`src/rtl/ssl_pkg.sv`:
```
// Shared types and constants for the sorted set store.
package ssl_pkg;

   localparam int KEY_W        = 16;
   localparam int OP_W         = 2;
   localparam int CNT_OUT_W    = 7;
   localparam int CAPACITY_DEF = 64;

   typedef enum logic [OP_W-1:0] {
      OP_MEMBER = 2'd0,
      OP_INSERT = 2'd1,
      OP_DELETE = 2'd2
   } op_type;

   // Where an operation stands as it walks down the chain.
   typedef enum logic [1:0] {
      MODE_SEEK,
      MODE_SHIFT_R,
      MODE_SHIFT_L,
      MODE_DONE
   } wave_mode_type;

   typedef struct packed {
      logic [OP_W-1:0]  opcode;
      logic [KEY_W-1:0] key;
   } req_type;

   typedef struct packed {
      logic                 success;
      logic                 full_reject;
      logic [CNT_OUT_W-1:0] entry_count;
   } rsp_type;

   // Operation token handed from cell to cell; key is the search key,
   // then the displaced key during an insert shift.
   typedef struct packed {
      logic             active;
      wave_mode_type    mode;
      logic [OP_W-1:0]  opcode;
      logic [KEY_W-1:0] key;
      logic             full;
      logic             success;
      logic             full_reject;
   } wave_type;

endpackage

```
`src/rtl/ssl_cell.sv`:
```
// One slot of the sorted store: a key register and the local step of the operation token.
module ssl_cell
   import ssl_pkg::*;
#(
   parameter int CNT_W = 7,
   parameter int INDEX = 0
) (
   input  logic             clock,
   input  logic             reset,
   input  logic [CNT_W-1:0] count_i,
   input  wave_type         wave_i,
   output wave_type         wave_o,
   input  logic [KEY_W-1:0] right_key_i,
   input  logic             right_valid_i,
   output logic [KEY_W-1:0] key_o,
   output logic             valid_o
);

   wave_type         wave_ff;
   logic [KEY_W-1:0] key_ff;
   logic [KEY_W-1:0] key_in;
   logic             valid;
   logic             lt;
   logic             eq;

   // slot holds a key when it lies below the fill count
   assign valid   = CNT_W'(INDEX) < count_i;
   assign lt      = valid && (key_ff < wave_ff.key);
   assign eq      = valid && (key_ff == wave_ff.key);
   assign key_o   = key_ff;
   assign valid_o = valid;

   always_comb begin
      key_in = key_ff;
      wave_o = wave_ff;
      if (wave_ff.active) begin
         case (wave_ff.mode)
            MODE_SEEK: begin
               if (!lt) begin
                  case (wave_ff.opcode)
                     OP_MEMBER: begin
                        wave_o.success = eq;
                        wave_o.mode    = MODE_DONE;
                     end
                     OP_INSERT: begin
                        if (eq) begin
                           wave_o.mode = MODE_DONE;
                        end else if (wave_ff.full) begin
                           wave_o.full_reject = 1'b1;
                           wave_o.mode        = MODE_DONE;
                        end else begin
                           key_in         = wave_ff.key;
                           wave_o.success = 1'b1;
                           if (valid) begin
                              wave_o.key  = key_ff;
                              wave_o.mode = MODE_SHIFT_R;
                           end else begin
                              wave_o.mode = MODE_DONE;
                           end
                        end
                     end
                     OP_DELETE: begin
                        if (eq) begin
                           key_in         = right_key_i;
                           wave_o.success = 1'b1;
                           wave_o.mode    = right_valid_i ? MODE_SHIFT_L : MODE_DONE;
                        end else begin
                           wave_o.mode = MODE_DONE;
                        end
                     end
                     default: begin
                        wave_o.mode = MODE_DONE;
                     end
                  endcase
               end
            end
            MODE_SHIFT_R: begin
               key_in = wave_ff.key;
               if (valid) begin
                  wave_o.key = key_ff;
               end else begin
                  wave_o.mode = MODE_DONE;
               end
            end
            MODE_SHIFT_L: begin
               key_in = right_key_i;
               if (!right_valid_i) begin
                  wave_o.mode = MODE_DONE;
               end
            end
            default: begin
            end
         endcase
      end
   end

   always_ff @(posedge clock) begin
      if (reset) begin
         wave_ff <= '0;
      end else begin
         wave_ff <= wave_i;
      end
   end

   always_ff @(posedge clock) begin
      key_ff <= key_in;
   end

endmodule

```
`config.mk`:
```
export PLATFORM = sky130hd
export DESIGN_NAME = ssl_cell
export DESIGN_NICKNAME = d
export VERILOG_FILES = /design/src/rtl/ssl_pkg.sv /design/src/rtl/ssl_cell.sv
export SDC_FILE = /design/constraint.sdc
export NUM_CORES = 1
export LEC_CHECK = 0
export ABC_CLOCK_PERIOD_IN_PS = 3200
export BUFFER_PORTS_ARGS = -buffer_cell sky130_fd_sc_hd__buf_2
export CELL_PAD_IN_SITES_DETAIL_PLACEMENT = 2
export CELL_PAD_IN_SITES_GLOBAL_PLACEMENT = 2
export CORE_MARGIN = 4
export CORE_UTILIZATION = 27
export DETAILED_ROUTE_END_ITERATION = 10
export GPL_ROUTABILITY_DRIVEN = 0
export HOLD_SLACK_MARGIN = 0.12
export PLACE_DENSITY = 0.84
export SLEW_MARGIN = 5
export SYNTH_ARGS = -nofsm -noshare
export SYNTH_HDL_FRONTEND = slang
export SYNTH_SLANG_ARGS = --single-unit
```
`constraint.sdc`:
```
create_clock -name clock -period 3.2 [get_ports clock]
set_input_delay 0.48 -clock clock [delete_from_list [all_inputs] [get_ports clock]]
set_output_delay 0.48 -clock clock [all_outputs]
set_load 0.01 [all_outputs]
```
==> results.md, run 1 <==
- TritonCTS built the clock tree.
- The cell count after synthesis came out at around 280.
- Leaving out fill and tap cells, the most frequent cells in the layout are buf_2, buf_4, nor2b_1, inv_1, dfxtp_1.
- The routed design has roughly 13 mm of wire.
- Detailed routing inserted a total of 2,891 vias.
- For this configuration, the core starts out at a cell density of between 20 and 30%.
- Once detail routing completed, the nets flagged for antenna violations numbered 0.
- The die is 106.9 um wide.
- The post-synthesis instance area is between 0.002 and 0.003 sq mm.
- The worst ir drop on vdd is between 0.15 and 0.2 mV.
- At the pin with the least slew margin, the transition time is ~530 ps.
- The worst setup slack after layout is -294.0 ps.
- The tool flagged a number of max-cap violations equal to 0.
- After the first detailed-routing iteration, the DRC count stood at 155.
- The number of antenna diodes in the final layout is 0.
- Once placement finished, the instance area stood at ~0.0034 sq mm.
- The initial antenna violation count came to 0.
- The proportion of synthesized flip-flops having asynchronous set or reset is 0%.
- The number of primary I/O pins is approximately 90.
- After detailed routing, the number of vias per cell comes to 5.295.
- Subtracting the final worst setup slack from the clock period gives around 3500 ps.
- Of the synthesized area, sequential elements account for approximately 36%.
- Setup repair after global routing could not meet its margin everywhere.
- The total of warnings raised by yosys is 0.
- The leakage power figure is approximately 1.7 nW.
- The tightest hold margin is slightly below 400 ps.
- The total congestion overflow is 0.
- STA puts the critical path data arrival time at approximately 3000 ps.
- The number of global-route vias before repair came to 3,164.
- The final reports fail on negative setup slack.
- The classification of the worst-slack hold path is input pin to flip-flop.
- Entering global routing, the biggest net connects 35 pins.
- The endpoint class of the critical path is an output pin.
- The headroom to the max-slew limit is 64.52%.
- The number of placement rows is 35.
- After clock tree synthesis, the clock-pin slew on the worst setup and hold paths is 80 ps.
- The largest single stage delay on the critical path is approximately 370 ps.
- The routed length per instance is between 20 and 25 um.
- The hold violation total from the final report is 0.
- The synthesized flop and latch total is 40.
- On the final layout, the worst clock skew is roughly 14 ps.
- Port buffering added 90 buffers.
- The per-instance average area after synthesis is between 9 and 10 sq um.
- Buffers inserted during clock tree synthesis total 5.
- In the routed design, unresolved DRC markers number 0.
- Traced cell by cell, the critical path runs through inv_1 -> ha_4 -> nand4_1 -> buf_4 -> nor4_2 -> a21boi_2 -> buf_6 -> nor3_4 -> buf_4 -> o2111a_1 -> a211oi_2 -> buf_2.
- The period utilization is 109.2%.
- The count of nets after finishing is just under 500.
- The run finished, with violations left.
- At the later pin of the worst-skew pair, clock insertion delay measures around 300 ps.
- The number of buffers inserted by hold repair at cts is 0.
- The HPWL after detailed placement is between 7 and 8 mm.
- Leaving out fill and tap cells, the most frequent cell in the layout is buf_2.
- The layout cell share with drive strength beyond 1 is approximately 46%.
- The die footprint is between 0.01 and 0.015 sq mm.
- The top fanout value on the critical path is 5.
- Data on the critical path is required at its endpoint by between 2000 and 3000 ps.
- The class of the most critical setup path is flip-flop to output pin.
- The global-route wire length before repair is between 15 and 20 mm.
- The cell type with the highest occurrence count on the critical path is buf_4.
- The number of buffers and inverters on the critical path is 5.
- Among all flip-flop cells after synthesis, the most frequent one is dfxtp_1.
- With fillers left out, the area of the finished cells amounts to 0.003938 sq mm.
- The post-synthesis cell type count is 49.
- For this run, the top clock speed supported by timing is 0.2862 GHz.
- Measured along the y axis, the die boundary spans around 110 um.
- The number of nets in the synthesized netlist is around 360.
- The all-layer global routing usage is 19.72%.
- The number of buffers on the longest clock path is 2.
- The clock net sink count is 40.
- The synthesized design contains 16 enable-type register cells.
- The startpoint kind of the worst setup timing path is a flip-flop.
- The floorplan step defined a core boundary enclosing ~0.0094 sq mm.
- Among cell families on the critical path, the largest total delay comes from buffers and inverters.
- The slowest stage of the critical path belongs to the cell dfxtp_1.
- From synthesis to final layout, the design area changed by 49.08%.
- The number of slew-limit violations in the final report was 0.
- Setup violations remaining at the end of the flow were counted as 20.
- The power consumption is between 1 and 1.5 mW.
- For this design the ratio of total power to cell area is roughly 340 mW/mm^2.
- The buffer cell driving the clock tree root is clkbuf_8.
- The depth of the CTS H-tree is 2.
- The first detailed-routing pass ran for 4 iterations.
per-stage QoR:
| stage | cells | utilization (%) | setup TNS [ps] | setup WS (ps) |
|---|---|---|---|---|
| 2_1_floorplan | 281 | - | 0 | 154.1 |
| 3_3_place_gp | 515 | 36.40 | 0 | 41.94 |
| 3_5_place_dp | 515 | 36.40 | 0 | 40.99 |
| 4_1_cts | 539 | 40.51 | -12.94 | -12.94 |
| 5_1_grt | 546 | 42.02 | -5784 | -369.6 |
| 6_report | 546 | 42.02 | -3954 | -294.0 |
sequential cells by signal, indices dropped and copies added, names as in the netlist:
| signal | flops |
|---|---|
| wave_ff | 20 |
| key_o | 16 |
| wave_o | 4 |
metal layers:
layer  global-route usage [%]  routed length, um  part of all wire [%]  up-vias
met2                    37.59               6836                    54       96
met1                    22.96               4881                    39     1449
met3                    3.251                594                   4.7       21
met5                        0                  0                     0        -
met4                    4.201                335                   2.6        0
li1                         -                  -                     -     1325
power breakdown:
part           switching [mW]  total, mW  internal [mW]  leakage (nW)
combinational           0.230      0.419          0.190          1.32
clock                   0.180      0.333          0.153        0.0422
sequential             0.0259      0.589          0.563         0.348
logic make-up after synthesis:
group,count (synthesis),share of synthesized area (%)
mux,2,0.8053
compound gates,94,27.48
flops,40,36.38
simple gates,74,15.87
buf+inv,47,8.100
fa+ha+maj,24,11.37
cell type report:
class                      count  area [sq um]
clock buffer                   7         76.32
multi-input combinational    195          1712
clock inverter                 1         5.005
sequential                    40         965.9
inverter                      26         97.59
tap                          129         161.4
timing repair buffer         148         919.6
fill                        1028          5434
final timing paths:
check                                 start    endpoint  slack [ps]  depth (start not counted)
worst min-delay path              wave_i[3]  wave_ff[3]         390                          2
worst min register to register   wave_ff[8]    key_o[5]         670                          2
worst max register to register  wave_ff[17]    key_o[3]         150                         11
worst max-delay path            wave_ff[17]  wave_o[21]        -290                         12
synth_stat cells, types with 4 or more instances:
library cell,count,area share (%)
a211oi_1,16,4.5
a21oi_1,22,4.2
a22oi_1,14,4.0
a31oi_1,5,1.2
a32o_1,14,5.3
buf_4,4,1.1
clkbuf_1,12,1.7
dfxtp_1,24,18
edfxtp_1,16,18
ha_1,24,11
inv_1,26,3.7
nand2_1,4,0.57
nand3_1,6,1.1
nand4_1,5,1.2
nor2_1,17,2.4
nor2b_1,26,6.2
timing repair:
action,CTS,global route
pin swaps,20,11
endpoints found under the setup margin,19,20
cloned,2,0
gates resized for setup,33,15
setup buffers,15,7
Note: power is estimated with default switching activity, not from simulation.
==> run 2: changes to the inputs <==
Settings changed: CELL_PAD_IN_SITES_DETAIL_PLACEMENT 2 to 1, CELL_PAD_IN_SITES_GLOBAL_PLACEMENT 2 to 1, CORE_UTILIZATION 27 to 34.
==> run 2 against run 1 <==
The run still ends with negative setup slack left. Worst setup slack gained 150 ps. Sequential share of layout area grew 1.2 points. Final cell count shrank 9.7%. Clock power grew 30%. Wire length shrank 15%. Global-route usage grew 0.46 points. Critical path type unchanged. Critical endpoint is now wave_o[17].
==> results.md, run 2 (same netlist as run 1, synthesis figures left out) <==
- The antenna diode count is 0 (unchanged).
- The post-detailed-route DRC marker count is 0 (unchanged).
- The routed via count divided by cell count is 5.773 (+9.0%).
- The placed cell count is 465 (-9.7%).
- The area used by multi-input combinational logic came to 0.001698 sq mm (-0.80%).
- The arrival time of data at the critical path endpoint came to 2860 ps (-150 ps).
- Traced cell by cell, the critical path runs through ha_4 -> nand4_1 -> buf_4 -> buf_4 -> a2111oi_4 -> buf_4 -> o31ai_4 -> buf_6 -> buf_12 -> a32o_1 -> buf_2.
- The pre-CTS worst setup slack is 52.06 ps (+11.07 ps).
- The max-capacitance violation count came to 0 (unchanged).
- Setup repair after global routing could not meet its margin everywhere.
- The critical path data required time came to 2720 ps (about the same).
- In the layout the commonest cells are buf_2, buf_4, nor2b_1, inv_1, a21oi_1.
- The global-route wire length before repair is 14.44 mm (-17%).
- The routed wire length is 10.76 mm (-15%).
- The worst clock skew on the final layout is 12.03 ps (-2.443 ps).
- STA classifies the critical path endpoint as an output pin.
- The post-DP HPWL is 6.638 mm (-13%).
- The number of buffers inserted by hold repair at cts came to 0 (unchanged).
- The cell area after placement is 0.003223 sq mm (-5.5%).
- The buffering stage count on the worst path with inverters included is 6 (+1).
- The count of nets left with antenna violations after detail routing is 0 (unchanged).
- The width of the die is 96.14 um (-10%).
- The worst register-to-register path begins at key_o[14].
- The setup violation total in the final timing report is 19 (-5.0%).
- The die footprint is 0.009243 sq mm (-19%).
- The final critical-path required period is 3343 ps (-151.5 ps).
- The clock net sink count is 40 (unchanged).
- The maximum single-stage delay on the critical path is 480 ps (+110 ps).
- TritonCTS built the clock tree.
- The hold violation total from the final report was 0 (unchanged).
- The actual slew at the worst max-slew pin is 527.6 ps (-4.556 ps).
- The depth of the CTS H-tree was 2 (unchanged).
- The register area is 972.2 sq um (+0.65%).
- The count of nets after finishing is 467 (-4.7%).
- The startpoint kind of the worst setup timing path is a flip-flop.
- The critical path startpoint is key_o[14].
- The top fanout value on the critical path is 6 (+1).
- The area of all placed cells without fillers is 0.003780 sq mm (-4.0%).
- The number of placement rows was 31 (-11%).
- The dominant delay contributor by cell family on the critical path is buffers and inverters.
- The count of input and output buffers is 90 (unchanged).
- The critical hold path startpoint is wave_i[5].
- From synthesis to final layout, the design area changed by 43.11%.
- The number of buffers on the longest clock path is 2 (unchanged).
- The worst ir drop on vdd is 0.2286 mV (+40%).
- The power consumption came to 1.392 mW (+3.7%).
- The leakage power figure is 1.617 nW (-5.4%).
- The classification of the worst-slack hold path is input pin to flip-flop.
- The height of the die is 96.14 um (-10%).
- The layout cell share with drive strength beyond 1 is 44.42% (-1.9 points).
- The first-pass iteration count of the detailed router came to 4 (unchanged).
- The number of slew-limit violations in the final report is 0 (unchanged).
- The initial standard-cell utilization of the core is 35.65% (+7.5 points).
- The routed length per instance is 21.83 um (-5.8%).
- The DRC marker count from the first detailed-route iteration is 138 (-11%).
- The top achievable clock speed was 0.2992 GHz (+4.5%).
- The total core area is 0.007408 sq mm (-21%).
- The number of fillers in the final layout is 869 (-15%).
- In this design, the critical path's most frequently occurring cell is buf_4.
- The period utilization is 104.5% (-4.7 points).
- The buffer cell driving the clock tree root is clkbuf_8.
- By startpoint and endpoint, the worst setup path is classified as flip-flop to output pin.
- Among all stages on the critical path, the largest delay is contributed by edfxtp_1.
- The largest net degree at the start of global routing was 35 (unchanged).
- The initial antenna violation count was 0 (unchanged).
- The count of placed standard cells in the final layout, fillers left out was 493 (-9.7%).
- The clock transition at the registers of the reported paths is 90 ps (about the same).
- The final reports fail on negative setup slack.
- The number of flip-flops under the largest register name is 20 (unchanged).
- The worst setup slack after layout is -142.5 ps (+151.5 ps).
- The total power divided by cell area is 368.3 mW/mm^2 (+8.1%).
- The register with the most flip-flops in the final layout is wave_ff.
- The number of vias after detailed routing is 2,846 (-1.6%).
- The number of global-route vias before repair is 2,910 (-8.0%).
- The all-layer global routing usage is 20.18% (+0.46 points).
- The number of primary I/O pins is 91 (unchanged).
- The flow ran to the end, but the final reports show violations.
- The clock latency of the later-clocked register in the worst-skew pair is 300 ps (about the same).
- The most common library cell in the layout ignoring fill and taps is buf_2.
- The total congestion overflow is 0 (unchanged).
- The headroom to the max-slew limit is 64.82% (+0.30 points).
- The post-route core utilization is 51.02% (+9.0 points).
- The number of buffers created by CTS came to 5 (unchanged).
## run 2: power by group
part / internal, mW / switching [mW] / total (mW)
registers: 0.563 / 0.0260 / 0.589
clock network: 0.231 / 0.202 / 0.433
logic: 0.166 / 0.205 / 0.370
total: 0.960 / 0.432 / 1.39
## run 2: per-layer routing
layer  GRT usage [%]  vias up  wire (um)
met3           4.535       18        677
li1                -     1282          -
met2           36.11      116       5718
met4           7.464        0        192
met5               0        -          0
met1           23.23     1430       4174
## run 2: worst paths after layout
check                             endpoint  slack [ps]  cells past startpoint
worst min register to register    key_o[5]         620                      1
worst max-delay path            wave_o[17]        -140                     11
worst min-delay path            wave_ff[5]         370                      2
worst max register to register    key_o[7]         360                     10
## run 2: stage by stage
stage | setup TNS, ps | hold slack (ps)
final | -1790 | 374.5
after global routing | -2938 | 390.6
after CTS | -44.80 | 373.0
after detailed placement | 0 | 602.2
after global placement | 0 | 581.4
after floorplan | 0 | 549.1
## run 2: final cells by class
type / count / area share [%]
Clock buffer: 5 / 1.821
Clock inverter: 3 / 1.125
Inverter: 26 / 2.582
Multi-Input combinational cell: 195 / 44.92
Sequential cell: 40 / 25.72
Tap cell: 99 / 3.277
Timing Repair Buffer: 125 / 20.56
## run 2: repair_timing
| item | CTS | global route |
|---|---|---|
| gates resized for setup | 13 | 40 |
| endpoints found under the setup margin | 19 | 20 |
| pin swaps | 7 | 32 |
| endpoints found under the hold margin | 0 | 0 |
| buffers inserted | 3 | 15 |
| cloned | 0 | 2 |
==> run 3: changes to the inputs <==
Settings changed: PLACE_DENSITY 0.84 to not set, PLACE_DENSITY_LB_ADDON set to 0.1.
==> run 3 against run 2 <==
The run still ends with negative setup slack left. Clock-buffer cell count is 2 higher. Final area decreased by 4.0%. Power fell by 10%. Worst hold slack improved by 23 ps. Flip-flop and latch count stayed put. Global-route usage down 1.2 points. Register-to-register slack improved by 100 ps. Die area is the same. Combinational power down 9.2%. Clock skew down 5.2 ps. Core utilization down 2.1 points. Critical endpoint is now wave_o[8]. Highest routed layer unchanged.
==> results.md, run 3 (same netlist as run 1, synthesis figures left out) <==
- The run finished, with violations left.
- The checks that failed: negative setup slack.
- The post-DP HPWL is 6.490 mm (-2.2%).
- The final critical-path required period is 3293 ps (-49.93 ps).
- The initial standard-cell utilization of the core came to 35.65% (unchanged).
- The max-capacitance violation count was 0 (unchanged).
- The buffer cell driving the clock tree root is clkbuf_8.
- The post-route core utilization came to 48.96% (-2.1 points).
- The die footprint is 0.009243 sq mm (unchanged).
- The all-layer global routing usage is 18.95% (-1.2 points).
- The global-route wire length before repair is 13.51 mm (-6.4%).
- The setup violation total in the final timing report is 15 (-4).
- The leakage power figure is 1.579 nW (-2.4%).
- The met1 routing resource usage after global routing is 24.71% (+1.5 points).
- The largest net degree at the start of global routing is 25 (-29%).
- The signal on the critical path passes through ha_4 -> nand4_1 -> buf_4 -> nor4_4 -> a21boi_4 -> o31ai_4 -> buf_12 -> buf_8 -> a32o_1 -> buf_2.
- The hold violation total from the final report is 0 (unchanged).
- The startpoint kind of the worst setup timing path is a flip-flop.
- The global-route track usage on met2 is 33.06% (-3.0 points).
- The number of buffers on the longest clock path is 2 (unchanged).
- The layout cell share with drive strength beyond 1 is 38.54% (-5.9 points).
- The top achievable clock speed is 0.3037 GHz (+1.5%).
- The setup TNS is -550.6 ps (+1239 ps).
- The headroom to the max-slew limit is 64.43% (-0.39 points).
- The number of buffers created by CTS is 5 (unchanged).
- The worst ir drop on vdd is 0.1819 mV (-20%).
- The critical path startpoint is key_o[13].
- The worst setup slack after layout is -92.62 ps (+49.93 ps).
- The critical path data required time is 2720 ps (about the same).
- The worst clock skew on the final layout is 6.795 ps (-5.235 ps).
- The number of vias after detailed routing is 2,637 (-7.3%).
- The top fanout value on the critical path came to 6 (unchanged).
- The total congestion overflow is 0 (unchanged).
- The count of input and output buffers is 90 (unchanged).
- The antenna diode count is 0 (unchanged).
- In the layout the commonest cells are buf_2, buf_4, nor2b_1, inv_1, dfxtp_1.
- The number of placement rows is 31 (unchanged).
- The startpoint identified for the worst register-to-register timing path is key_o[5].
- The first-pass iteration count of the detailed router is 4 (unchanged).
- The clock latency of the later-clocked register in the worst-skew pair was 290 ps (about the same).
- The layer with the highest usage after global routing is met2.
- The register with the highest flop count is wave_ff.
- The depth of the CTS H-tree is 2 (unchanged).
- The arrival time of data at the critical path endpoint is 2810 ps (-50 ps).
- The area of all placed cells without fillers was 0.003627 sq mm (-4.0%).
- The pre-CTS worst setup slack was 54.78 ps (+2.723 ps).
- The largest individual stage delay along the critical path comes from the cell edfxtp_1.
- The area growth from synthesis to layout is 37.33%.
- Setup repair after global routing could not meet its margin everywhere.
- The maximum single-stage delay on the critical path is 440 ps (-40 ps).
- The count of nets left with antenna violations after detail routing is 0 (unchanged).
- The critical hold path startpoint is wave_i[6].
- The total power divided by cell area was 344.8 mW/mm^2 (-6.4%).
- The critical path is of the flip-flop to output pin type.
- The number of flip-flops under the largest register name is 20 (unchanged).
- The DRC marker count from the first detailed-route iteration is 125 (-9.4%).
- The count of placed standard cells in the final layout, fillers left out is 496 (+0.61%).
- The power consumption is 1.251 mW (-10%).
- The routed wire length is 8.623 mm (-20%).
- The number of primary I/O pins is 91 (unchanged).
- The clock net sink count was 40 (unchanged).
- The placed cell count is 481 (+3.4%).
- The clock transition at the registers of the reported paths is 80 ps (about the same).
- The tightest hold margin is 397.4 ps (+22.90 ps).
- The cell area after placement came to 0.003356 sq mm (+4.1%).
- The count of nets after finishing is 470 (+0.64%).
- The most common library cell in the layout ignoring fill and taps is buf_2.
- The period utilization is 102.9% (-1.6 points).
- The met3 routing resource usage after global routing is 3.206% (-1.3 points).
- The routed via count divided by cell count is 5.317 (-7.9%).
- The initial antenna violation count is 0 (unchanged).
- TritonCTS built the clock tree.
- The height of the die came to 96.14 um (unchanged).
- The tightest min-delay check is of the input pin to flip-flop type.
- The total core area is 0.007408 sq mm (unchanged).
- The number of slew-limit violations in the final report was 0 (unchanged).
- The post-detailed-route DRC marker count is 0 (unchanged).
- The number of global-route vias before repair came to 2,696 (-7.4%).
- The routed length per instance came to 17.39 um (-20%).
- The width of the die is 96.14 um (unchanged).
- The actual slew at the worst max-slew pin came to 533.5 ps (+5.855 ps).
- The worst setup path is captured at an output pin.
-- run 3: changes by cell type in the layout (fill, tap and decap cells not counted), moves of 4 or more --
cell     change
ha_4         -4
dfxtp_1      +6
buf_4        +5
dfxtp_2      -5
buf_6        -6
ha_1         +4
-- run 3: timing repair --
item | CTS | global route
pin swaps | 13 | 5
gates cloned | 0 | 1
gates resized for setup | 15 | 5
setup buffers | 4 | 3
endpoints found under the setup margin | 20 | 20
hold buffers | 0 | 0
-- run 3: layout make-up --
type	count	area [sq um]
sequential	40	962.2
fill	904	3781
clock inverter	1	5.005
clock buffer	7	76.32
inverter	26	97.59
timing repair buffer	128	772.0
multi-input combinational	195	1590
tap	99	123.9
-- run 3: power by group --
part / switching (mW) / total [mW] / internal (mW)
Combinational: 0.181 / 0.336 / 0.155
Clock: 0.177 / 0.330 / 0.153
Sequential: 0.0221 / 0.585 / 0.562
-- run 3: final timing paths --
path                end  slack (ps)  cells past startpoint
max           wave_o[8]         -90                     10
min          wave_ff[6]         400                      2
max reg2reg    key_o[9]         460                      9
min reg2reg    key_o[5]         650                      1
-- run 3: critical path: cells and delay by family (launching register included) --
family	cells	cell delay [ps]
adder cells (fa/ha/maj)	1	300
AND/OR/NAND/NOR	2	420
flip-flops	1	440
buffers and inverters	4	650
AO/OA/AOI/OAI	3	710
-- run 3: per-layer routing --
layer	wire (um)	share of wire (%)
met1	3937	46
met2	4162	48
met3	466	5.4
met4	57	0.66
met5	0	0
